$ cat src/rot3_pkg.sv
// shared constants, axis codes and arctangent table for the axis rotation block
`timescale 1ns / 1ps

package rot3_pkg;

  // angle input and internal fixed-point formats
  localparam int ANGLE_W     = 20;  // signed Q3.16 radians
  localparam int ANGLE_SHIFT = 12;  // Q3.16 -> Q28
  localparam int THETA_W     = 33;  // Q28 angle before quadrant reduction
  localparam int CORDIC_W    = 32;  // cordic x, y, z datapath
  localparam int CORDIC_FRAC = 28;
  localparam int ATAN_DEPTH  = 24;
  localparam int ATAN_IDX_W  = 5;

  localparam longint Q28_ONE     = 64'sd268435456;
  localparam longint Q28_PI      = 64'sd843314857;
  localparam longint Q28_TWO_PI  = 64'sd1686629713;
  localparam longint Q28_HALF_PI = 64'sd421657428;
  localparam longint GAIN_INV    = 64'sd163008218;

  typedef enum logic [1:0] {
    AXIS_X   = 2'd0,
    AXIS_Y   = 2'd1,
    AXIS_Z   = 2'd2,
    AXIS_BAD = 2'd3
  } axis_e;

  // atan(2^-i) in Q28
  function automatic logic signed [CORDIC_W-1:0] atan_q28(input logic [ATAN_IDX_W-1:0] idx);
    logic signed [CORDIC_W-1:0] r;
    case (idx)
      5'd0:    r = 32'sd210828714;
      5'd1:    r = 32'sd124459457;
      5'd2:    r = 32'sd65760959;
      5'd3:    r = 32'sd33381290;
      5'd4:    r = 32'sd16755422;
      5'd5:    r = 32'sd8385879;
      5'd6:    r = 32'sd4193963;
      5'd7:    r = 32'sd2097109;
      5'd8:    r = 32'sd1048571;
      5'd9:    r = 32'sd524287;
      5'd10:   r = 32'sd262144;
      5'd11:   r = 32'sd131072;
      5'd12:   r = 32'sd65536;
      5'd13:   r = 32'sd32768;
      5'd14:   r = 32'sd16384;
      5'd15:   r = 32'sd8192;
      5'd16:   r = 32'sd4096;
      5'd17:   r = 32'sd2048;
      5'd18:   r = 32'sd1024;
      5'd19:   r = 32'sd512;
      5'd20:   r = 32'sd256;
      5'd21:   r = 32'sd128;
      5'd22:   r = 32'sd64;
      5'd23:   r = 32'sd32;
      default: r = '0;
    endcase
    return r;
  endfunction

endpackage

$ cat src/rot3_cordic_stage.sv
// one registered rotation-mode cordic iteration
`timescale 1ns / 1ps

module rot3_cordic_stage #(
  parameter int STEP   = 0,
  parameter int PASS_W = 101
) (
  input  logic                                  clk_i,
  input  logic                                  rst_ni,
  input  logic                                  valid_i,
  output logic                                  ready_o,
  input  logic signed [rot3_pkg::CORDIC_W-1:0]  x_i,
  input  logic signed [rot3_pkg::CORDIC_W-1:0]  y_i,
  input  logic signed [rot3_pkg::CORDIC_W-1:0]  z_i,
  input  logic [PASS_W-1:0]                     pass_i,
  output logic                                  valid_o,
  input  logic                                  ready_i,
  output logic signed [rot3_pkg::CORDIC_W-1:0]  x_o,
  output logic signed [rot3_pkg::CORDIC_W-1:0]  y_o,
  output logic signed [rot3_pkg::CORDIC_W-1:0]  z_o,
  output logic [PASS_W-1:0]                     pass_o
);

  localparam int CW = rot3_pkg::CORDIC_W;
  localparam logic signed [CW-1:0] ATAN =
    rot3_pkg::atan_q28(rot3_pkg::ATAN_IDX_W'(STEP));

  logic                 v_q;
  logic signed [CW-1:0] xs, ys, x_d, y_d, z_d;
  logic signed [CW-1:0] x_q, y_q, z_q;
  logic [PASS_W-1:0]    p_q;

  assign ready_o = !v_q || ready_i;

  always_comb begin
    xs = x_i >>> STEP;
    ys = y_i >>> STEP;
    if (!z_i[CW-1]) begin
      x_d = x_i - ys;
      y_d = y_i + xs;
      z_d = z_i - ATAN;
    end else begin
      x_d = x_i + ys;
      y_d = y_i - xs;
      z_d = z_i + ATAN;
    end
  end

  always_ff @(posedge clk_i or negedge rst_ni) begin
    if (!rst_ni) begin
      v_q <= 1'b0;
    end else if (ready_o) begin
      v_q <= valid_i;
    end
  end

  always_ff @(posedge clk_i) begin
    if (ready_o && valid_i) begin
      x_q <= x_d;
      y_q <= y_d;
      z_q <= z_d;
      p_q <= pass_i;
    end
  end

  assign valid_o = v_q;
  assign x_o     = x_q;
  assign y_o     = y_q;
  assign z_o     = z_q;
  assign pass_o  = p_q;

endmodule

$ cat config.mk
export PLATFORM = sky130hd
export DESIGN_NAME = rot3_cordic_stage
export DESIGN_NICKNAME = d
export VERILOG_FILES = /design/src/rot3_pkg.sv /design/src/rot3_cordic_stage.sv
export SDC_FILE = /design/constraint.sdc
export NUM_CORES = 1
export LEC_CHECK = 0
export ABC_AREA = 1
export ABC_CLOCK_PERIOD_IN_PS = 30900
export BUFFER_PORTS_ARGS = -buffer_cell sky130_fd_sc_hd__buf_2
export CORE_MARGIN = 2
export CORE_UTILIZATION = 55
export CTS_BUF_LIST = sky130_fd_sc_hd__clkbuf_8
export DETAILED_ROUTE_END_ITERATION = 6
export MAX_ROUTING_LAYER = met4
export PLACE_DENSITY = 0.83
export SYNTH_ARGS = -nofsm -noshare
export SYNTH_HDL_FRONTEND = slang
export SYNTH_SLANG_ARGS = --single-unit
$ cat constraint.sdc
create_clock -name clk_i -period 30.9 [get_ports clk_i]
set_clock_uncertainty 0.05 [all_clocks]
set_input_delay 4.635 -clock clk_i [delete_from_list [all_inputs] [get_ports clk_i]]
set_output_delay 4.635 -clock clk_i [all_outputs]
set_load 0.02 [all_outputs]
==> impl_metrics.env <==
export IMPL_initialDrtViolationCount=1297
export IMPL_setup_worst_path_end="ready_o"
export IMPL_drc=5
export IMPL_r2r_cells=2
export IMPL_worstSetupEndpointType="primary output"
export IMPL_cap_violations=0
export IMPL_syn_to_final_growth_pct=17.2
export IMPL_top_usage_layer="met2"
export IMPL_grt_pass1_vias=14700
export IMPL_yosysTopAreaCellShare=0.382
export IMPL_finalNetCount=2814
export IMPL_synthTopCellsByArea="edfxtp_1 38%, nand2_1 17%, ha_1 11%, inv_1 9.1%, nand3_1 5.8%"
export IMPL_gp_congestion=1.01
export IMPL_root_buffer="clkbuf_8"
export IMPL_use_met2=0.624
export IMPL_synth_compound_area_frac=0.0733
export IMPL_seq_area_um2=5910
export IMPL_required_ns=26.22
export IMPL_cpMostUsedCell="buf_2"
export IMPL_cts_buffers=17
export IMPL_drt_wl_total_um=53700
export IMPL_grt_pass1_wl_um=79600
export IMPL_nFillCells=2522
export IMPL_yosysWarnings=0
export IMPL_yosysTopAreaCell="edfxtp_1"
export IMPL_htree_levels=4
export IMPL_design_die_area_um2=29300
export IMPL_synth_fp_nets=2434
export IMPL_fmax_ghz=0.102
export IMPL_clk_latency_ns=0.50
export IMPL_dp_hpwl_um=44200
export IMPL_cp_slowest_cell="buf_2"
export IMPL_violations="DRC"
export IMPL_clk_pin_slew_worst_paths_ns=0.11
export IMPL_holdCritPathClass="reg2reg"
export IMPL_hold_buffers=0
export IMPL_ant_nets=0
export IMPL_multi_input_area_um2=7780
export IMPL_cpPeakStageDelay_ns=0.17
export IMPL_io_buffers=399
export IMPL_r2r_setup_slack_ns=29.02
export IMPL_final_core_util=0.651
export IMPL_rows=61
export IMPL_first_pass_iters=7
export IMPL_tritoncts="done"
export IMPL_outcome="finished with violations"
export IMPL_initial_utilization=0.556
export IMPL_synth_distinct_cells=45
export IMPL_syn_area_um2=15400
export IMPL_synth_top_family_by_area="simple AND/OR/NAND/NOR gates"
export IMPL_cts_buffer_depth=2
export IMPL_start_kind="input pin"
export IMPL_fin_crit_ns=9.76
export IMPL_tns_ns=0
export IMPL_slew_headroom=0.333
export IMPL_numClockSinks=197
export IMPL_drt_vias_per_instance=5.38
export IMPL_cp_max_fo=2
export IMPL_report_final_setup_viol=0
export IMPL_crit_start="ready_i"
export IMPL_antenna_found_initial=5
export IMPL_criticalPathCategory="in2out"
export IMPL_yosysSeqAreaShare=0.384
export IMPL_wire_per_inst_um=18.7
export IMPL_via_count=15500
export IMPL_leakage_nw=9.60
export IMPL_worst_pin_slew_ns=1.00
export IMPL_post_cts_buffers=0
export IMPL_synthCells=2099
export IMPL_rsz0062_at_grt="false"
export IMPL_synthMuxAreaShare=0
export IMPL_io_pins=400
export IMPL_reg2reg_from="valid_o"
export IMPL_cp_arrival_ns=5.08
export IMPL_synth_avg_cell_area_um2=7.33
export IMPL_die_width_um=171
export IMPL_grt_ovfl_total=0
export IMPL_synth_simple_area_share=0.298
export IMPL_post_route_cells_drive_above_1_share=0.189
export IMPL_grtUsageTotal=0.374
export IMPL_die_h_um=171
export IMPL_timing_rr_end="pass_o[61]"
export IMPL_grtUsageMet3=0.0614
export IMPL_grt_max_degree=197
export IMPL_use_met1=0.411
export IMPL_period_share=0.316
export IMPL_cts_resized=0
export IMPL_synth_seq_cells=197
export IMPL_core_area_um2=27700
export IMPL_crit_chain="buf_2 > inv_1 > nand2_1 > buf_2"
export IMPL_final_hold_viol_count=0
export IMPL_p_per_area_nw_per_um2=42.7
export IMPL_synth_xor_area_share=0.0233
export IMPL_synth_fa_ha_area_frac=0.110
export IMPL_ir_drop_v=0.0000245
export IMPL_drv_slew=0
export IMPL_min_from="valid_o"
[sequential cells by signal (all words and copies together) (netlist names)]
name / cells
z_o: 32
y_o: 32
pass_o: 101
x_o: 31
valid_o: 1
[where the power goes]
group / internal, mW / total (mW) / switching [mW]
sequential: 0.323 / 0.330 / 0.00709
combinational: 0.0794 / 0.261 / 0.182
clock: 0.0640 / 0.180 / 0.116
total: 0.466 / 0.771 / 0.305
[cell usage in the layout (no fill, tap or decap), types with 10 or more instances in the layout]
master and count:
nand2_1 703, buf_2 399, inv_1 373, edfxtp_1 196, nand3_1 178, nor2_1 140, ha_1 131, a21oi_1 110
o21ai_0 58, xor2_1 36, nand4_1 30, nor3_1 17, clkbuf_8 17, o21bai_1 10
[layer usage]
layer / vias up / wire [um]
met1: 7043 / 20000
met2: 781 / 26200
met3: 191 / 3960
met5: - / 0
li1: 7461 / -
met4: 0 / 3530
[cell type report]
cell class              instances  share of cell area
multi-input cells            1483               0.431
flip-flops and latches        197               0.328
repair buffers                402               0.113
inverters                     378              0.0786
well taps                     378              0.0262
clock buffers                  17              0.0130
clock inverters                15              0.0104
diodes                          5            0.000693
[how the worst min path moves through the flow]
stage | depth (start not counted) | end
2_1_floorplan | 2 | valid_o
3_3_place_gp | 2 | valid_o
3_5_place_dp | 2 | valid_o
4_1_cts | 2 | valid_o
5_1_grt | 2 | valid_o
6_report | 2 | valid_o
[per-stage QoR]
step	total power [mW]	instance area (um2)	setup WS, ns	instances	hold WS, ns
CTS	0.767	18000	21.13	2870	0.602
floorplan	0.510	15400	15.94	2099	0.718
detailed placement	0.591	17600	21.13	2838	0.574
global placement	0.587	17600	21.15	2838	0.516
global route	0.807	18000	21.09	2875	0.623
finish	0.771	18000	21.14	2875	0.595
[worst max-delay path: cells and delay by family]
| family | cells | cell delay, ns |
|---|---|---|
| buffers and inverters | 3 | 0.36 |
| and+or+nand+nor | 1 | 0.09 |
[cells by family after synthesis]
kind of cell               count (synthesis)
and+or+nand+nor                         1100
buffers and inverters                    419
AOI/OAI and AO/OA                        208
DFF                                      197
adders and majority gates                134
xor gates and xnor gates                  41
[synth_stat cells, drive strengths merged]
library cell  number
o211ai             1
buf               31
o31ai              1
xor2              36
and2               3
dfrtp              1
nand4             30
nor2             149
a21o               4
fa                 3
o21a               6
clkbuf            10
nand2b             1
edfxtp           196
nand3            179
nand2            714
a31oi              3
o21bai            10
nand3b             3
a21oi            113
nor3              19
o22ai              8
nor4               1
inv              378
ha               131
and3               1
o21ai             62
xnor2              5
Note: power is estimated with default switching activity, not from simulation.
