$ cat src/rot3_pkg.sv
// shared constants, axis codes and arctangent table for the axis rotation block
`timescale 1ns / 1ps

package rot3_pkg;

  // angle input and internal fixed-point formats
  localparam int ANGLE_W     = 20;  // signed Q3.16 radians
  localparam int ANGLE_SHIFT = 12;  // Q3.16 -> Q28
  localparam int THETA_W     = 33;  // Q28 angle before quadrant reduction
  localparam int CORDIC_W    = 32;  // cordic x, y, z datapath
  localparam int CORDIC_FRAC = 28;
  localparam int ATAN_DEPTH  = 24;
  localparam int ATAN_IDX_W  = 5;

  localparam longint Q28_ONE     = 64'sd268435456;
  localparam longint Q28_PI      = 64'sd843314857;
  localparam longint Q28_TWO_PI  = 64'sd1686629713;
  localparam longint Q28_HALF_PI = 64'sd421657428;
  localparam longint GAIN_INV    = 64'sd163008218;

  typedef enum logic [1:0] {
    AXIS_X   = 2'd0,
    AXIS_Y   = 2'd1,
    AXIS_Z   = 2'd2,
    AXIS_BAD = 2'd3
  } axis_e;

  // atan(2^-i) in Q28
  function automatic logic signed [CORDIC_W-1:0] atan_q28(input logic [ATAN_IDX_W-1:0] idx);
    logic signed [CORDIC_W-1:0] r;
    case (idx)
      5'd0:    r = 32'sd210828714;
      5'd1:    r = 32'sd124459457;
      5'd2:    r = 32'sd65760959;
      5'd3:    r = 32'sd33381290;
      5'd4:    r = 32'sd16755422;
      5'd5:    r = 32'sd8385879;
      5'd6:    r = 32'sd4193963;
      5'd7:    r = 32'sd2097109;
      5'd8:    r = 32'sd1048571;
      5'd9:    r = 32'sd524287;
      5'd10:   r = 32'sd262144;
      5'd11:   r = 32'sd131072;
      5'd12:   r = 32'sd65536;
      5'd13:   r = 32'sd32768;
      5'd14:   r = 32'sd16384;
      5'd15:   r = 32'sd8192;
      5'd16:   r = 32'sd4096;
      5'd17:   r = 32'sd2048;
      5'd18:   r = 32'sd1024;
      5'd19:   r = 32'sd512;
      5'd20:   r = 32'sd256;
      5'd21:   r = 32'sd128;
      5'd22:   r = 32'sd64;
      5'd23:   r = 32'sd32;
      default: r = '0;
    endcase
    return r;
  endfunction

endpackage

$ cat src/rot3_angle_reduce.sv
// two-stage angle wrap and quadrant reduction into the cordic range
`timescale 1ns / 1ps

module rot3_angle_reduce #(
  parameter int PASS_W = 100
) (
  input  logic                                      clk_i,
  input  logic                                      rst_ni,
  input  logic                                      valid_i,
  output logic                                      ready_o,
  input  logic signed [rot3_pkg::ANGLE_W-1:0]       angle_i,
  input  logic [PASS_W-1:0]                         pass_i,
  output logic                                      valid_o,
  input  logic                                      ready_i,
  output logic signed [rot3_pkg::CORDIC_W-1:0]      z_o,
  output logic                                      flip_o,
  output logic [PASS_W-1:0]                         pass_o
);

  localparam int TH_W = rot3_pkg::THETA_W;
  localparam int CW   = rot3_pkg::CORDIC_W;
  localparam int EXT  = TH_W - rot3_pkg::ANGLE_W - rot3_pkg::ANGLE_SHIFT;

  localparam logic signed [TH_W-1:0] PI       = TH_W'(rot3_pkg::Q28_PI);
  localparam logic signed [TH_W-1:0] NEG_PI   = TH_W'(-rot3_pkg::Q28_PI);
  localparam logic signed [TH_W-1:0] TWO_PI   = TH_W'(rot3_pkg::Q28_TWO_PI);
  localparam logic signed [TH_W-1:0] HALF_PI  = TH_W'(rot3_pkg::Q28_HALF_PI);
  localparam logic signed [TH_W-1:0] NEG_HALF = TH_W'(-rot3_pkg::Q28_HALF_PI);

  logic                    v1_q, v2_q;
  logic                    rdy1, rdy2;
  logic signed [TH_W-1:0]  theta, wrap_d, th1_q, quad_d;
  logic                    flip_d, flip_q;
  logic signed [CW-1:0]    z_q;
  logic [PASS_W-1:0]       p1_q, p2_q;

  assign rdy2    = !v2_q || ready_i;
  assign rdy1    = !v1_q || rdy2;
  assign ready_o = rdy1;

  // stage 1: widen to q28, one wrap by two pi covers the whole input range
  always_comb begin
    theta = $signed({{EXT{angle_i[rot3_pkg::ANGLE_W-1]}}, angle_i,
                     {rot3_pkg::ANGLE_SHIFT{1'b0}}});
    if (theta > PI) begin
      wrap_d = theta - TWO_PI;
    end else if (theta < NEG_PI) begin
      wrap_d = theta + TWO_PI;
    end else begin
      wrap_d = theta;
    end
  end

  // stage 2: fold into [-pi/2, pi/2], result sign flipped later
  always_comb begin
    flip_d = 1'b0;
    quad_d = th1_q;
    if (th1_q > HALF_PI) begin
      quad_d = th1_q - PI;
      flip_d = 1'b1;
    end else if (th1_q < NEG_HALF) begin
      quad_d = th1_q + PI;
      flip_d = 1'b1;
    end
  end

  always_ff @(posedge clk_i or negedge rst_ni) begin
    if (!rst_ni) begin
      v1_q <= 1'b0;
      v2_q <= 1'b0;
    end else begin
      if (rdy1) begin
        v1_q <= valid_i;
      end
      if (rdy2) begin
        v2_q <= v1_q;
      end
    end
  end

  always_ff @(posedge clk_i) begin
    if (rdy1 && valid_i) begin
      th1_q <= wrap_d;
      p1_q  <= pass_i;
    end
    if (rdy2 && v1_q) begin
      z_q    <= CW'(quad_d);
      flip_q <= flip_d;
      p2_q   <= p1_q;
    end
  end

  assign valid_o = v2_q;
  assign z_o     = z_q;
  assign flip_o  = flip_q;
  assign pass_o  = p2_q;

endmodule

$ cat config.mk
export PLATFORM = sky130hd
export DESIGN_NAME = rot3_angle_reduce
export DESIGN_NICKNAME = d
export VERILOG_FILES = /design/src/rot3_pkg.sv /design/src/rot3_angle_reduce.sv
export SDC_FILE = /design/constraint.sdc
export NUM_CORES = 1
export LEC_CHECK = 0
export BUFFER_PORTS_ARGS = -buffer_cell sky130_fd_sc_hd__buf_4
export CAP_MARGIN = 40
export CORE_MARGIN = 2
export CORE_UTILIZATION = 40
export DETAILED_ROUTE_END_ITERATION = 8
export PLACE_DENSITY = 0.69
export SLEW_MARGIN = 20
export SYNTH_ARGS = -nofsm -noshare
export SYNTH_HDL_FRONTEND = slang
export SYNTH_SLANG_ARGS = --single-unit
$ cat constraint.sdc
create_clock -name clk_i -period 4.8 [get_ports clk_i]
set_clock_uncertainty 0.2 [all_clocks]
set_input_delay 0.72 -clock clk_i [delete_from_list [all_inputs] [get_ports clk_i]]
set_output_delay 0.72 -clock clk_i [all_outputs]
set_load 0.005 [all_outputs]
==> impl_results.md <==
- Outcome: finished clean
- Core area: 0.0250 mm2
- Antenna-violating nets left: 0
- Unrepaired setup endpoints after global routing: false
- Post-synthesis cell count: 633
- Pwr Density: ~400 mW/mm2
- Peak Freq: approximately 0.3 GHz
- Hold Violations, Final: 0
- Later-pin clock latency in the skew report: 0.51 ns
- CP Class: reg -> reg
- Total grt overflow: 0
- Slew Limit Fails: 0
- Hold Crit Depth: 1
- Row count: 58
- Nets: 1,041
- Worst R2R Path Depth: 8
- Final setup vio count: 0
- Routed len/inst: about 18 um
- Leak pwr: 0.00498 uW
- Syn. warnings: 0
- Ant. Diodes: 0
- Critical path arrival: 3.32 ns
- Post-CTS setup buffer count: 0
- Post-synth EDFFs: 253
- Register bit total from synthesis: 255
- Fin crit period: 3.27 ns
- Register clock-pin slew on the reported worst setup and hold paths: ~0.060 ns
- Initial Util: 40.4%
- Final wirelength: 22,500 um
- Die area: 0.0266 mm2
- Post_cts resized: 0
- CP cell instances: inv_1 > ha_1 > nand3b_1 > a41oi_1 > a21oi_1 > nor2_1 > o32ai_1 > xor2_1
- H-Tree Depth: 1
- Slew HR: about two fifths
- CP Data Required Time: 4.85 ns
- Post-route DRC: 0
- Critical path fanouts, max: 14
- Cts hold-fix bufs: 1
- Setup TNS: 0 ns
- Initial antenna violation count: 0
- Startpoint types: flop
- CP peak stage delay: about 0.65 ns
- Root buf cell: clkbuf_16
- Die Ht: 163 um
- Gpl congestion: 0.868
- Asr flop ratio synth: less than 1%
- PortBufs: approximately 260
- Syn Nets: 781
- Slowest CP cell: edfxtp_1
- Post-detailed-route via-to-cell ratio: 5.00
- HPWL after DPL: 16,300 um
- Starting DRT DRC Count: approximately 380
- Post-layout util: 52.9%
- Share of cells above drive strength 1: 35.3%
- Global Route Usage Sum: 16.0%
- CTS sink cnt: about 260
- Post-synth design cell area: ~0.010 mm2
- Worst-margin pin slew: 0.885 ns
- CTS tree: built
- Max cap viols: 0
- Chip width: 163 um
- First-pass GRT wire length: ~33,000 um
- Peak supply drop: 0.301 mV
- DR vias: 6,220
- Top Ports: ~260
- Area Overhead vs Synth: 30.7%
- Netlist cell types: 72
- Vias in the first global route: a little under 6,000
- CTS Buffer Depth: 3
- Total CTS buffers: 26
- Type of the most critical hold path: in -> reg
- Seq/Total Area, Yosys: 75.6%
- Initial DRT Pass Iterations: 5
- Post-synth top flop: edfxtp_1
- Synthesized area per cell: 16.0 um2
- Crit share post-route: 68.2%
- Largest net degree at the start of global routing: 76
- Critical path capture point type: flop
==> where the power goes <==
part / internal [uW] / switching (uW)
logic: 296 / 307
clock network: 1100 / 802
registers: 2680 / 90.9
==> metal layers <==
metal / track usage [%] / wire (um)
met1: 20.0 / 8810
met2: 28.0 / 11500
met3: 3.43 / 1790
met4: 4.26 / 426
met5: 0 / 0
==> cell usage in the layout (no fill, tap or decap), drive strengths merged, types with 3 or more instances in the layout <==
cell and n:
a211oi 3, a21boi 4, a21oi 21, a22oi 5, a31oi 12, a32oi 4, a41oi 7, and2 6
buf 263, clkbuf 27, clkinv 16, edfxtp 253, ha 24, inv 17, nand2 40, nand2b 7
nand3 9, nand3b 3, nand4 7, nor2 38, nor3 19, nor3b 3, nor4 5, o211ai 5
o21ai 26, o22ai 4, o31ai 4, o32ai 3, o41ai 4, xnor2 25, xor2 13
==> cell families (layout without fill, tap and decap cells) <==
| logic type | after synthesis | after routing | share of synthesized area [%] |
|---|---|---|---|
| flops | 255 | 255 | 75.6 |
| compound gates | 123 | 123 | 8.75 |
| simple gates | 145 | 145 | 7.22 |
| mux | 1 | 1 | 0.0989 |
| fa+ha+maj | 24 | 24 | 2.97 |
| xor+xnor | 38 | 38 | 3.29 |
| buf+inv | 47 | 327 | 2.13 |
==> cell type report <==
cell class | count | area [um2]
Clock buffer | 27 | 654
Clock inverter | 21 | 168
Fill cell | 2078 | 11800
Inverter | 15 | 56.3
Multi-Input combinational cell | 331 | 2260
Sequential cell | 255 | 7650
Tap cell | 330 | 413
Timing Repair Buffer | 264 | 2030
==> Yosys cell counts (all sizes together) (2+ instances only) <==
| cell type | instances | area share (%) |
|---|---|---|
| a211oi | 3 | 0.22 |
| a21boi | 4 | 0.30 |
| a21oi | 21 | 1.0 |
| a22oi | 5 | 0.42 |
| a31o | 2 | 0.17 |
| a31oi | 12 | 0.74 |
| a32oi | 4 | 0.35 |
| a41oi | 7 | 0.61 |
| and2 | 6 | 0.37 |
| buf | 16 | 0.98 |
| clkbuf | 16 | 0.59 |
| dfrtp | 2 | 0.49 |
| edfxtp | 253 | 75 |
| ha | 24 | 3.0 |
| inv | 15 | 0.56 |
| nand2 | 40 | 1.5 |
| nand2b | 7 | 0.43 |
| nand3 | 9 | 0.49 |
| nand3b | 3 | 0.22 |
| nand4 | 7 | 0.43 |
| nor2 | 38 | 1.4 |
| nor3 | 19 | 0.94 |
| nor3b | 3 | 0.22 |
| nor4 | 5 | 0.52 |
| o211ai | 5 | 0.37 |
| o21ai | 26 | 1.3 |
| o221a | 2 | 0.22 |
| o221ai | 2 | 0.23 |
| o22ai | 4 | 0.25 |
| o31ai | 4 | 0.30 |
| o32ai | 3 | 0.26 |
| o41ai | 4 | 0.53 |
| xnor2 | 25 | 2.2 |
| xor2 | 13 | 1.1 |
==> state kept, by name (all words and copies together), names as in the netlist <==
signal	cells
flip_o	1
p1_q	100
pass_o	100
th1_q	24
v1_q	1
valid_o	1
z_o	28
==> metrics by stage <==
| step | setup WS (ns) | area, um2 | power (uW) | cells | hold WS (ns) |
|---|---|---|---|---|---|
| floorplan | 0.310 | 10100 | 3090 | 633 | 0.200 |
| global placement | 1.61 | 12400 | 3410 | 1193 | 0.200 |
| detailed placement | 1.57 | 12400 | 3420 | 1193 | 0.205 |
| CTS | 1.57 | 13200 | 5340 | 1242 | 0.147 |
| global route | 1.25 | 13200 | 5480 | 1243 | 0.150 |
| finish | 1.53 | 13200 | 5280 | 1243 | 0.175 |
==> final timing paths <==
check	endpoint	slack (ns)	from
worst min-delay path	p1_q[35]$_DFFE_PP_	0.17	pass_i[35]
worst min register to register	pass_o[32]$_DFFE_PP_	0.22	p1_q[32]$_DFFE_PP_
min in group asynchronous	valid_o$_DFFE_PN0P_	0.32	rst_ni
worst max register to register	z_o[26]$_DFFE_PP_	1.53	th1_q[11]$_SDFFCE_PP0P_
worst max-delay path	z_o[26]$_DFFE_PP_	1.53	th1_q[11]$_SDFFCE_PP0P_
max in group asynchronous	v1_q$_DFFE_PN0N_	3.99	rst_ni
==> critical path, delay by kind of cell (launching register included) <==
kind,cells,cell delay (ns)
buffers and inverters,1,0.28
and+or+nand+nor,2,0.72
adders and majority gates,1,0.31
DFF,1,0.65
AOI/OAI and AO/OA,3,0.65
xor gates and xnor gates,1,0.19
No activity file was read; power rests on OpenSTA's default activity.
